<file path="config.mk">
export PLATFORM = sky130hd
export DESIGN_NAME = gtg_ctrl
export DESIGN_NICKNAME = d
export VERILOG_FILES = /design/src/gtg_pkg.sv /design/src/gtg_ctrl.sv
export SDC_FILE = /design/constraint.sdc
export NUM_CORES = 1
export LEC_CHECK = 0
export ABC_AREA = 1
export BUFFER_PORTS_ARGS = -buffer_cell sky130_fd_sc_hd__buf_4
export CAP_MARGIN = 30
export CORE_AREA = 2 2 39 41
export CTS_BUF_LIST = sky130_fd_sc_hd__clkbuf_16
export DETAILED_ROUTE_END_ITERATION = 7
export DIE_AREA = 0 0 41 43
export PLACE_DENSITY = 0.64
export SYNTH_ARGS = -nofsm -noshare
export SYNTH_HDL_FRONTEND = slang
export SYNTH_SLANG_ARGS = --single-unit
</file>
<file path="constraint.sdc">
create_clock -name clock -period 1.1 [get_ports clock]
set_input_delay 0.22 -clock clock [delete_from_list [all_inputs] [get_ports clock]]
set_output_delay 0.22 -clock clock [all_outputs]
set_load 0.05 [all_outputs]
</file>
<file path="src/gtg_pkg.sv">
// shared types, constants and tables of the go-to-goal steering block
package gtg_pkg;

   localparam int unsigned CORDIC_STEPS_DEF = 16;

   // datapath widths
   localparam int unsigned XW       = 58;   // cordic x and y
   localparam int unsigned ZW       = 36;   // cordic angle, q6.30
   localparam int unsigned PRESHIFT = 20;
   localparam int unsigned MW       = XW - PRESHIFT; // magnitude after pre-shift removal
   localparam int unsigned DW       = 38;   // distance, q22.16
   localparam int unsigned EW       = 20;   // heading error, q7.13

   localparam logic signed [ZW-1:0] PI_Q30     = 36'sd3373259426;
   localparam logic signed [ZW:0]   TWO_PI_Q30 = 37'sd6746518852;
   localparam logic [29:0]          INV_K_Q30  = 30'd652032874;

   // register reset values
   localparam logic [16:0] DIST_TOL_RST  = 17'd6554;
   localparam logic [14:0] ANGLE_TOL_RST = 15'd410;
   localparam logic [14:0] MAX_LIN_RST   = 15'd4096;
   localparam logic [14:0] MAX_ANG_RST   = 15'd8192;
   localparam logic [14:0] TURN_GAIN_RST = 15'd16384;
   localparam logic [14:0] DRIVE_GAIN_RST = 15'd4096;
   localparam logic [14:0] HEAD_GAIN_RST = 15'd8192;

   typedef enum logic [2:0] {
      CSR_DIST_TOL   = 3'd0,
      CSR_ANGLE_TOL  = 3'd1,
      CSR_MAX_LIN    = 3'd2,
      CSR_MAX_ANG    = 3'd3,
      CSR_TURN_GAIN  = 3'd4,
      CSR_DRIVE_GAIN = 3'd5,
      CSR_HEAD_GAIN  = 3'd6
   } csr_index_type;

   typedef enum logic {
      OP_SET_GOAL = 1'b0,
      OP_TICK     = 1'b1
   } opcode_type;

   typedef enum logic [3:0] {
      ST_IDLE,
      ST_PROD,
      ST_YAW_INIT,
      ST_YAW_ITER,
      ST_TGT_INIT,
      ST_TGT_ITER,
      ST_DIST_LO,
      ST_DIST_HI,
      ST_ERR,
      ST_GAIN,
      ST_DONE
   } state_type;

   typedef struct packed {
      logic capture;
      logic prod;
      logic yaw_init;
      logic tgt_init;
      logic step;
      logic dist_lo;
      logic dist_hi;
      logic err;
      logic gain;
      logic out_load;
   } cmd_type;

   typedef struct packed {
      logic goal_active;
      logic prod_last;
      logic iter_last;
   } status_type;

   function automatic logic signed [ZW-1:0] atan_q30(input logic [4:0] idx);
      logic signed [ZW-1:0] v;
      case (idx)
         5'd0:  v = 36'sd843314857;
         5'd1:  v = 36'sd497837829;
         5'd2:  v = 36'sd263043837;
         5'd3:  v = 36'sd133525159;
         5'd4:  v = 36'sd67021687;
         5'd5:  v = 36'sd33543516;
         5'd6:  v = 36'sd16775851;
         5'd7:  v = 36'sd8388437;
         5'd8:  v = 36'sd4194283;
         5'd9:  v = 36'sd2097149;
         5'd31: v = '0;
         default: v = ZW'(64'sd1 <<< (30 - idx));
      endcase
      return v;
   endfunction

endpackage

</file>
<file path="src/gtg_ctrl.sv">
// controller state machine sequencing the steering datapath
module gtg_ctrl
   import gtg_pkg::*;
(
   input  logic       clock,
   input  logic       reset,
   input  logic       req_valid,
   output logic       req_stall,
   input  logic       req_opcode,
   output logic       rsp_valid,
   input  logic       rsp_stall,
   input  status_type status,
   output cmd_type    cmd
);

   state_type state_ff, state_in;
   logic      rsp_valid_ff, rsp_valid_in;

   always_ff @(posedge clock) begin
      if (reset) begin
         state_ff     <= ST_IDLE;
         rsp_valid_ff <= 1'b0;
      end else begin
         state_ff     <= state_in;
         rsp_valid_ff <= rsp_valid_in;
      end
   end

   always_comb begin
      state_in     = state_ff;
      cmd          = '0;
      req_stall    = 1'b1;
      rsp_valid_in = rsp_valid_ff && rsp_stall;
      case (state_ff)
         ST_IDLE: begin
            req_stall = 1'b0;
            if (req_valid) begin
               cmd.capture = 1'b1;
               if (req_opcode == OP_TICK && status.goal_active) begin
                  state_in = ST_PROD;
               end
            end
         end
         ST_PROD: begin
            cmd.prod = 1'b1;
            if (status.prod_last) begin
               state_in = ST_YAW_INIT;
            end
         end
         ST_YAW_INIT: begin
            cmd.yaw_init = 1'b1;
            state_in     = ST_YAW_ITER;
         end
         ST_YAW_ITER: begin
            cmd.step = 1'b1;
            if (status.iter_last) begin
               state_in = ST_TGT_INIT;
            end
         end
         ST_TGT_INIT: begin
            cmd.tgt_init = 1'b1;
            state_in     = ST_TGT_ITER;
         end
         ST_TGT_ITER: begin
            cmd.step = 1'b1;
            if (status.iter_last) begin
               state_in = ST_DIST_LO;
            end
         end
         ST_DIST_LO: begin
            cmd.dist_lo = 1'b1;
            state_in    = ST_DIST_HI;
         end
         ST_DIST_HI: begin
            cmd.dist_hi = 1'b1;
            state_in    = ST_ERR;
         end
         ST_ERR: begin
            cmd.err  = 1'b1;
            state_in = ST_GAIN;
         end
         ST_GAIN: begin
            cmd.gain = 1'b1;
            state_in = ST_DONE;
         end
         ST_DONE: begin
            if (!rsp_valid_ff || !rsp_stall) begin
               cmd.out_load = 1'b1;
               rsp_valid_in = 1'b1;
               state_in     = ST_IDLE;
            end
         end
         default: begin
            state_in = ST_IDLE;
         end
      endcase
   end

   assign rsp_valid = rsp_valid_ff;

endmodule

</file>
==> impl_metrics.tcl, run 1 <==
set metrics [dict create \
    yosysUniqueCellTypes 15 \
    ioPinCount 20 \
    antenna_cells 0 \
    synth_top_cell_by_area "dfxtp_1" \
    ys_ff_latch 5 \
    cp_cell_sequence "inv_4 > nor2_4 > nand2_2 > nand2_4 > buf_8" \
    maxCapViolCount 0 \
    cp.arrival_ns 1.16 \
    peakVddDrop_v 0.00165 \
    ant_nets 0 \
    syn_nets 80 \
    rsz0062_at_grt "true" \
    synth_edf_count 0 \
    worstSetupEndpointType "primary output" \
    hp-class "in2reg" \
    wl_mm 1.39 \
    finalCriticalPeriod_ns 1.38 \
    critical_path_class "reg2out" \
    clk_pin_slew_ns 0.03 \
    worstMarginPinSlew_ns 0.239 \
    wl_per_cell_um 10.9 \
    clock_skew_ns 0.00169 \
    drtIter0Drc 1 \
    syn2layout_area_growth_pct 149 \
    cts_tree "yes" \
    crit_path_start_kind "flip-flop" \
    yosysSeqAreaShare 0.239 \
    synth_area_um2 419 \
    cts.sinks 5 \
    core_um2 1380 \
    grt-ovfl-total 0 \
    fin_util 0.753 \
    p_int_mw 1.55 \
    cts_hold_buffers 0 \
    ctsHtreeMaxLevel 1 \
    cts_made_buffers 3 \
    synth_top_cell_area_share 0.239 \
    timing.final.ws_setup_ns -0.282 \
    p_sw_frac 0.455 \
    netlist_instances 72 \
    worstPathMaxFanout 6 \
    slew_headroom 0.839 \
    die-area_um2 1760 \
    cp_slowest_stage_delay_ns 0.41 \
    syn_avg_cell_area_um2 5.82 \
    max_freq_mhz 723 \
    nets 121 \
    grt_pass1_vias 525 \
    slew_violations 0 \
    yosys.cell_count.top_type "nor2_1" \
    via_per_inst 4.49 \
    gp_congestion 0.814 \
    cts_buffer_depth 2 \
    critPathBufInv 2 \
    track_usage 0.173 \
    ys.flop_type "dfxtp_1" \
    cts_root_buf "clkbuf_16" \
    hpwl_um 916 \
    via_count 575 \
    drcViolationCount 0 \
    p_clk_frac 0.209 \
    combPwrFrac 0.665 \
    grt_pass1_wl_mm 2.06 \
    cp_slowest_cell "dfxtp_4" \
    rows 14 \
    ys_warn_count 0 \
    drive_above_1_share 0.786 \
    finalHoldViolCount 0 \
    die_w_um 41 \
    outcome "complete, but fails checks" \
    grt_max_degree 7 \
    power_frac_seq 0.127 \
    violations "setup timing" \
    portBuffers 19 \
    ys_top_cells_by_count "16 x nor2_1, 10 x inv_1, 9 x nand2_1, 9 x nand3_1" \
    crit_family "flip-flops" \
    antenna_found_initial 0 \
    post-route-period-util 1.26 \
    cp.required_ns 0.88 \
    initial_core_util 0.303 \
    setup_viol 15 \
    hold-worst-slack_ns 0.185 \
    p_leak_nw 0.483 \
    synthArstFlopShare 0 \
    fp.dieH_um 43 \
    dr.pass1.iters 3 \
    p_sw_mw 1.29 \
    p_per_area_nw_per_um2 2720 \
    worstSkewPairLatency_ns 0.23 \
    synth_area_leaders "dfxtp_1 24%, nor2_1 14%, nand3_1 11%, inv_1 9.0%, nand2_1 8.1%" \
]
==> state kept, by name (all words and copies together), names as in the netlist <==
name	cells
state_ff	4
rsp_valid	1
==> metal layers <==
layer | track usage | wire length, um
met2 | 0.269 | 740
met3 | 0.0157 | 30
met4 | 0.133 | 28
met1 | 0.204 | 593
met5 | 0 | 0
==> kinds of logic after synthesis <==
logic type	count (synthesis)	share of synthesized area
buffers and inverters	15	0.152
AND/OR/NAND/NOR	45	0.525
flip-flops	5	0.239
AO/OA/AOI/OAI	7	0.0836
==> cell type report <==
type	instances	area, um2
multi-input cells	52	413
repair buffers	37	357
fillers	90	342
flip-flops and latches	5	116
clock buffers	3	75.1
inverters	14	57.6
well taps	16	20.0
clock inverters	1	3.75
==> metrics by stage <==
step / power [mW] / std cells / cell area, um2 / setup slack (ns) / setup TNS (ns)
after detailed placement: 1.74 / 117 / 742 / -0.132 / -1.12
after floorplan: 1.38 / 72 / 508 / -0.175 / -1.23
after global placement: 1.73 / 117 / 742 / -0.110 / -0.900
after CTS: 2.61 / 125 / 951 / -0.287 / -2.91
after global routing: 3.01 / 128 / 1040 / -0.322 / -3.86
final: 2.83 / 128 / 1040 / -0.282 / -3.00
==> path summary, 6_finish.rpt <==
check,startpoint,endpoint,slack [ns],cells past startpoint
max reg2reg,state_ff[1],state_ff[1],-0.16,9
min,reset,rsp_valid,0.18,2
max,state_ff[0],cmd[5],-0.28,5
min reg2reg,rsp_valid,rsp_valid,0.51,2
==> placed cells by master, fill, tap and decap left out, types with 2 or more instances in the layout <==
master and n:
a21oi_1 2, nor2_4 12, nand2_4 3, clkbuf_16 3, nand2_2 7, nand3_2 4, inv_4 2, inv_2 6
inv_1 6, buf_6 9, dfxtp_4 4, buf_8 6, nor2_2 4, a21oi_2 3, nor2_1 4, buf_4 22
nand3_1 5, nand2_1 4
==> power by group through the flow <==
stage                     sequential, mW  combinational (mW)  clock (mW)
after global routing               0.372                2.03       0.606
after global placement             0.314                1.41           0
after CTS                          0.349                1.66       0.599
final                              0.359                1.88       0.591
after detailed placement           0.316                1.42           0
after floorplan                    0.289                1.09           0
==> repair_timing <==
item / CTS / global route
buffers inserted: 4 / 3
resized for setup: 28 / 20
endpoints found under the setup margin: 15 / 16
endpoints found under the hold margin: 0 / 0
cloned: 0 / 0
pin swaps: 13 / 8
Note: power is estimated with default switching activity, not from simulation.
==> run 2, diff against run 1 <==
==> constraint.sdc (replaced) <==
create_clock -name clock -period 1.1 [get_ports clock]
set_input_delay 0.22 -clock clock [delete_from_list [all_inputs] [get_ports clock]]
set_output_delay 0.22 -clock clock [all_outputs]
set_load 0.01 [all_outputs]
==> run 2 against run 1 <==
The flow still finishes with violations (setup timing). Clock-buffer cell count unchanged. Clock power up 0.8%. Hold slack lost 0.0076 ns. Combinational power shrank 38%. Sequential share of layout area is 2.1 points higher. Final area decreased by 17%. Largest cell class unchanged. Wire length down 5.1%. Sequential cell count unchanged.
==> impl_metrics.tcl, run 2 (synthesized netlist as in run 1, its figures left out) <==
set metrics [dict create \
    wl_per_cell_um 10.7 \
    via_per_inst 4.49 \
    drcViolationCount 0 \
    crit_path_start_kind "flip-flop" \
    grt_pass1_vias 526 \
    grt_pass1_wl_mm 2.17 \
    die_w_um 41 \
    slew_violations 0 \
    hold_depth 2 \
    cts_root_buf "clkbuf_16" \
    rr_worst_depth 9 \
    final_cell_mix "29 x buf_4, 10 x nor2_1, 8 x inv_1" \
    ctsHtreeMaxLevel 1 \
    via_count 552 \
    rsz0062_at_grt "true" \
    drive_above_1_share 0.673 \
    cts_buffer_depth 2 \
    n_fill_cell 114 \
    clk_pin_slew_ns 0.03 \
    worstPathMaxFanout 5 \
    cp.arrival_ns 1.09 \
    setup_viol 14 \
    cts.sinks 5 \
    fin_util 0.627 \
    syn2layout_area_growth_pct 107 \
    antenna_cells 0 \
    track_usage 0.181 \
    wl_mm 1.32 \
    ant_nets 0 \
    violations "setup timing" \
    final_common_cell "buf_4" \
    gp_congestion 0.814 \
    slew_headroom 0.834 \
    nets 116 \
    ioPinCount 20 \
    fin_total_pwr_mw 2.12 \
    regMostFlops "state_ff" \
    clock_skew_ns 0.00473 \
    rows 14 \
    grt_max_degree 8 \
    peakVddDrop_v 0.00107 \
    post-route-period-util 1.19 \
    p_leak_nw 0.450 \
    hpwl_um 859 \
    maxCapViolCount 0 \
    worstMarginPinSlew_ns 0.247 \
    die-area_um2 1760 \
    drtIter0Drc 4 \
    max_freq_mhz 761 \
    core_um2 1380 \
    timing.final.ws_setup_ns -0.214 \
    initial_core_util 0.303 \
    critical_path_class "reg2out" \
    fp.dieH_um 43 \
    p_per_area_nw_per_um2 2440 \
    portBuffers 19 \
    outcome "complete, but fails checks" \
    grt-ovfl-total 0 \
    cts_made_buffers 3 \
    largest_register_ffs 4 \
    finalHoldViolCount 0 \
    worstSetupEndpointType "primary output" \
    worstSkewPairLatency_ns 0.23 \
    cts_tree "yes" \
    dr.pass1.iters 4 \
    finalCriticalPeriod_ns 1.31 \
    antenna_found_initial 0 \
    cp.required_ns 0.88 \
    hp-class "in2reg" \
]
## run 2: worst paths after layout
kind	from	endpoint	slack (ns)
max	state_ff[2]	cmd[9]	-0.21
min	reset	state_ff[2]	0.18
max reg2reg	state_ff[1]	state_ff[0]	-0.15
min reg2reg	rsp_valid	rsp_valid	0.49
## run 2: metrics by stage
| stage | setup slack, ns | hold slack, ns | TNS, ns | instance area (um2) | std cells |
|---|---|---|---|---|---|
| finish | -0.214 | 0.177 | -2.16 | 868 | 123 |
| global route | -0.262 | 0.183 | -3.03 | 868 | 123 |
| CTS | -0.199 | 0.176 | -2.30 | 793 | 123 |
| detailed placement | -0.0954 | 0.415 | -0.429 | 616 | 112 |
| global placement | -0.0907 | 0.412 | -0.438 | 616 | 112 |
| floorplan | 0.0195 | 0.289 | 0 | 419 | 72 |
## run 2: metal layers
| layer | track usage | up-vias | share of wire |
|---|---|---|---|
| met1 | 0.230 | 237 | 0.42 |
| met2 | 0.266 | 14 | 0.50 |
| li1 | - | 297 | - |
| met3 | 0.0314 | 4 | 0.039 |
| met5 | 0 | - | 0 |
| met4 | 0.120 | 0 | 0.033 |
## run 2: what timing repair did
item                       4_1_cts  5_1_grt
hold buffers                     0        0
buffers inserted                 7        3
resized for setup               19       20
pin swaps                        7       13
setup endpoints to repair       14       16
## run 2: layout make-up
type	instances	area, um2	share of cell area
multi-input cells	52	348	0.401
repair buffers	32	251	0.290
flip-flops and latches	5	115	0.133
clock buffers	3	75.1	0.0865
inverters	14	55.1	0.0634
well taps	16	20.0	0.0231
clock inverters	1	3.75	0.00432
## run 2: worst max-delay path, stage by stage (launching register included)
cell	delay, ns
dfxtp_4	0.37
nor2_4	0.18
nand2_1	0.10
nor2_1	0.09
buf_4	0.12
## run 2: power by group
group	switching (mW)	internal (mW)	leakage, nW
logic	0.614	0.560	0.364
registers	0.103	0.249	0.0436
clock network	0.125	0.471	0.0423
==> run 3, diff against run 2 <==
--- a/config.mk
+++ b/config.mk
@@ -8,11 +8,14 @@
 export ABC_AREA = 1
 export BUFFER_PORTS_ARGS = -buffer_cell sky130_fd_sc_hd__buf_4
 export CAP_MARGIN = 30
-export CORE_AREA = 2 2 39 41
+export CELL_PAD_IN_SITES_DETAIL_PLACEMENT = 1
+export CELL_PAD_IN_SITES_GLOBAL_PLACEMENT = 2
+export CORE_MARGIN = 2
+export CORE_UTILIZATION = 18
 export CTS_BUF_LIST = sky130_fd_sc_hd__clkbuf_16
 export DETAILED_ROUTE_END_ITERATION = 7
-export DIE_AREA = 0 0 41 43
-export PLACE_DENSITY = 0.64
+export GPL_TIMING_DRIVEN = 1
+export PLACE_DENSITY = 0.74
 export SYNTH_ARGS = -nofsm -noshare
 export SYNTH_HDL_FRONTEND = slang
 export SYNTH_SLANG_ARGS = --single-unit
==> run 3 against run 2 <==
The run still ends with setup timing left. Critical path depth is 1 higher. Critical endpoint is now cmd[0]. Sequential share of layout area is 0.35 points lower. Highest routed layer unchanged. Largest power group unchanged. Power is 4.1% higher. Wire length is 24% higher. Clock skew is 0.0025 ns lower. Critical path type unchanged. Clock-buffer cell count stayed put.
==> impl_metrics.tcl, run 3 (synthesized netlist as in run 1, its figures left out) <==
set metrics [dict create \
    outcome "complete, but fails checks" \
    violations "setup timing" \
    cts.sinks 5 \
    core_um2 2210 \
    clock_skew_ns 0.00228 \
    worstSetupStartpoint "state_ff[1]" \
    grt-ovfl-total 0 \
    cts_tree "yes" \
    dp_cells 125 \
    wl_mm 1.64 \
    cts_hold_buffers 0 \
    slew_headroom 0.811 \
    ioPinCount 20 \
    cp_slowest_stage_delay_ns 0.42 \
    nets 117 \
    crit_path_start_kind "flip-flop" \
    regMostFlops "state_ff" \
    final_cell_mix "30 x buf_4, 9 x nor2_1, 7 x inv_1, 7 x nand3_1" \
    cp_cell_sequence "inv_4 > nor2_4 > nand2_2 > nor2_1 > buf_4" \
    grt_pass1_vias 542 \
    pre_cts_ws_ns -0.142 \
    grt_max_degree 8 \
    worstSetupEndpointType "primary output" \
    cp.required_ns 0.88 \
    hp-start "reset" \
    cts_made_buffers 3 \
    fp.dieH_um 52.3 \
    syn2layout_area_growth_pct 113 \
    cp.arrival_ns 1.12 \
    cts_buffer_depth 2 \
    hold-worst-slack_ns 0.169 \
    p_per_area_nw_per_um2 2480 \
    maxCapViolCount 0 \
    cts_root_buf "clkbuf_16" \
    ant_nets 0 \
    hpwl_mm 1.09 \
    die_w_um 52.3 \
    via_per_inst 4.16 \
    slew_violations 0 \
    n_fill_cell 297 \
    dr.pass1.iters 1 \
    clk_pin_slew_ns 0.03 \
    antenna_found_initial 0 \
    finalHoldViolCount 0 \
    drive_above_1_share 0.667 \
    critical_path_class "reg2out" \
    p_leak_nw 0.457 \
    post-route-period-util 1.22 \
    gp_congestion 0.739 \
    peakVddDrop_v 0.00111 \
    fin_util 0.403 \
    wl_per_cell_um 12.0 \
    setup_viol 14 \
    drcViolationCount 0 \
    stdcell_count 136 \
    hp-class "in2reg" \
    max_freq_mhz 747 \
    worstMarginPinSlew_ns 0.280 \
    ctsHtreeMaxLevel 1 \
    rsz0062_at_grt "true" \
    rows 17 \
    portBuffers 19 \
    worstPathMaxFanout 7 \
    grt_pass1_wl_mm 2.35 \
    via_count 566 \
    worstSkewPairLatency_ns 0.23 \
    track_usage 0.125 \
    largest_register_ffs 4 \
    fin_total_pwr_mw 2.21 \
    r2r_slack_ns -0.15 \
    drtIter0Drc 0 \
    initial_core_util 0.189 \
    die-area_um2 2730 \
    cp_slowest_cell "dfxtp_4" \
    antenna_cells 0 \
    finalCriticalPeriod_ns 1.34 \
    final_common_cell "buf_4" \
    r2r-start "state_ff[1]" \
    timing.final.ws_setup_ns -0.238 \
]
[run 3: worst paths after layout]
check	end	depth (start not counted)
worst max-delay path	cmd[0]	5
worst min-delay path	state_ff[3]	2
worst min register to register	rsp_valid	2
worst max register to register	state_ff[1]	9
[run 3: power breakdown]
part,internal (mW),total (mW),switching (mW)
Combinational,0.595,1.22,0.625
Sequential,0.250,0.395,0.146
Clock,0.471,0.594,0.123
Total,1.32,2.21,0.894
[run 3: repair_timing]
| action | 4_1_cts | 5_1_grt |
|---|---|---|
| resized for setup | 18 | 24 |
| pin swaps | 3 | 5 |
| endpoints found under the setup margin | 15 | 14 |
| buffers inserted | 3 | 4 |
[run 3: layout make-up]
type,instances,area (um2),area share
clock buffer,3,75.1,0.0842
clock inverter,1,3.75,0.00421
inverter,14,60.1,0.0673
multi-input combinational,52,344,0.386
sequential,5,115,0.129
tap,28,35.0,0.0393
timing repair buffer,33,259,0.290
[run 3: stage by stage]
step	cell area, um2	setup TNS [ns]
global placement	638	-0.781
finish	892	-2.35
global route	892	-3.43
floorplan	419	0
detailed placement	638	-0.774
CTS	781	-2.36
[run 3: critical path, delay by kind of cell, from the launching register on]
kind | cells | cell delay, ns
flops | 1 | 0.42
simple gates | 3 | 0.30
buf+inv | 2 | 0.16
[run 3: routing by layer]
metal | up-vias | share of wire | global-route usage
li1 | 293 | - | -
met1 | 257 | 0.38 | 0.148
met2 | 11 | 0.55 | 0.194
met3 | 5 | 0.050 | 0.0514
met4 | 0 | 0.019 | 0.0641
met5 | - | 0 | 0
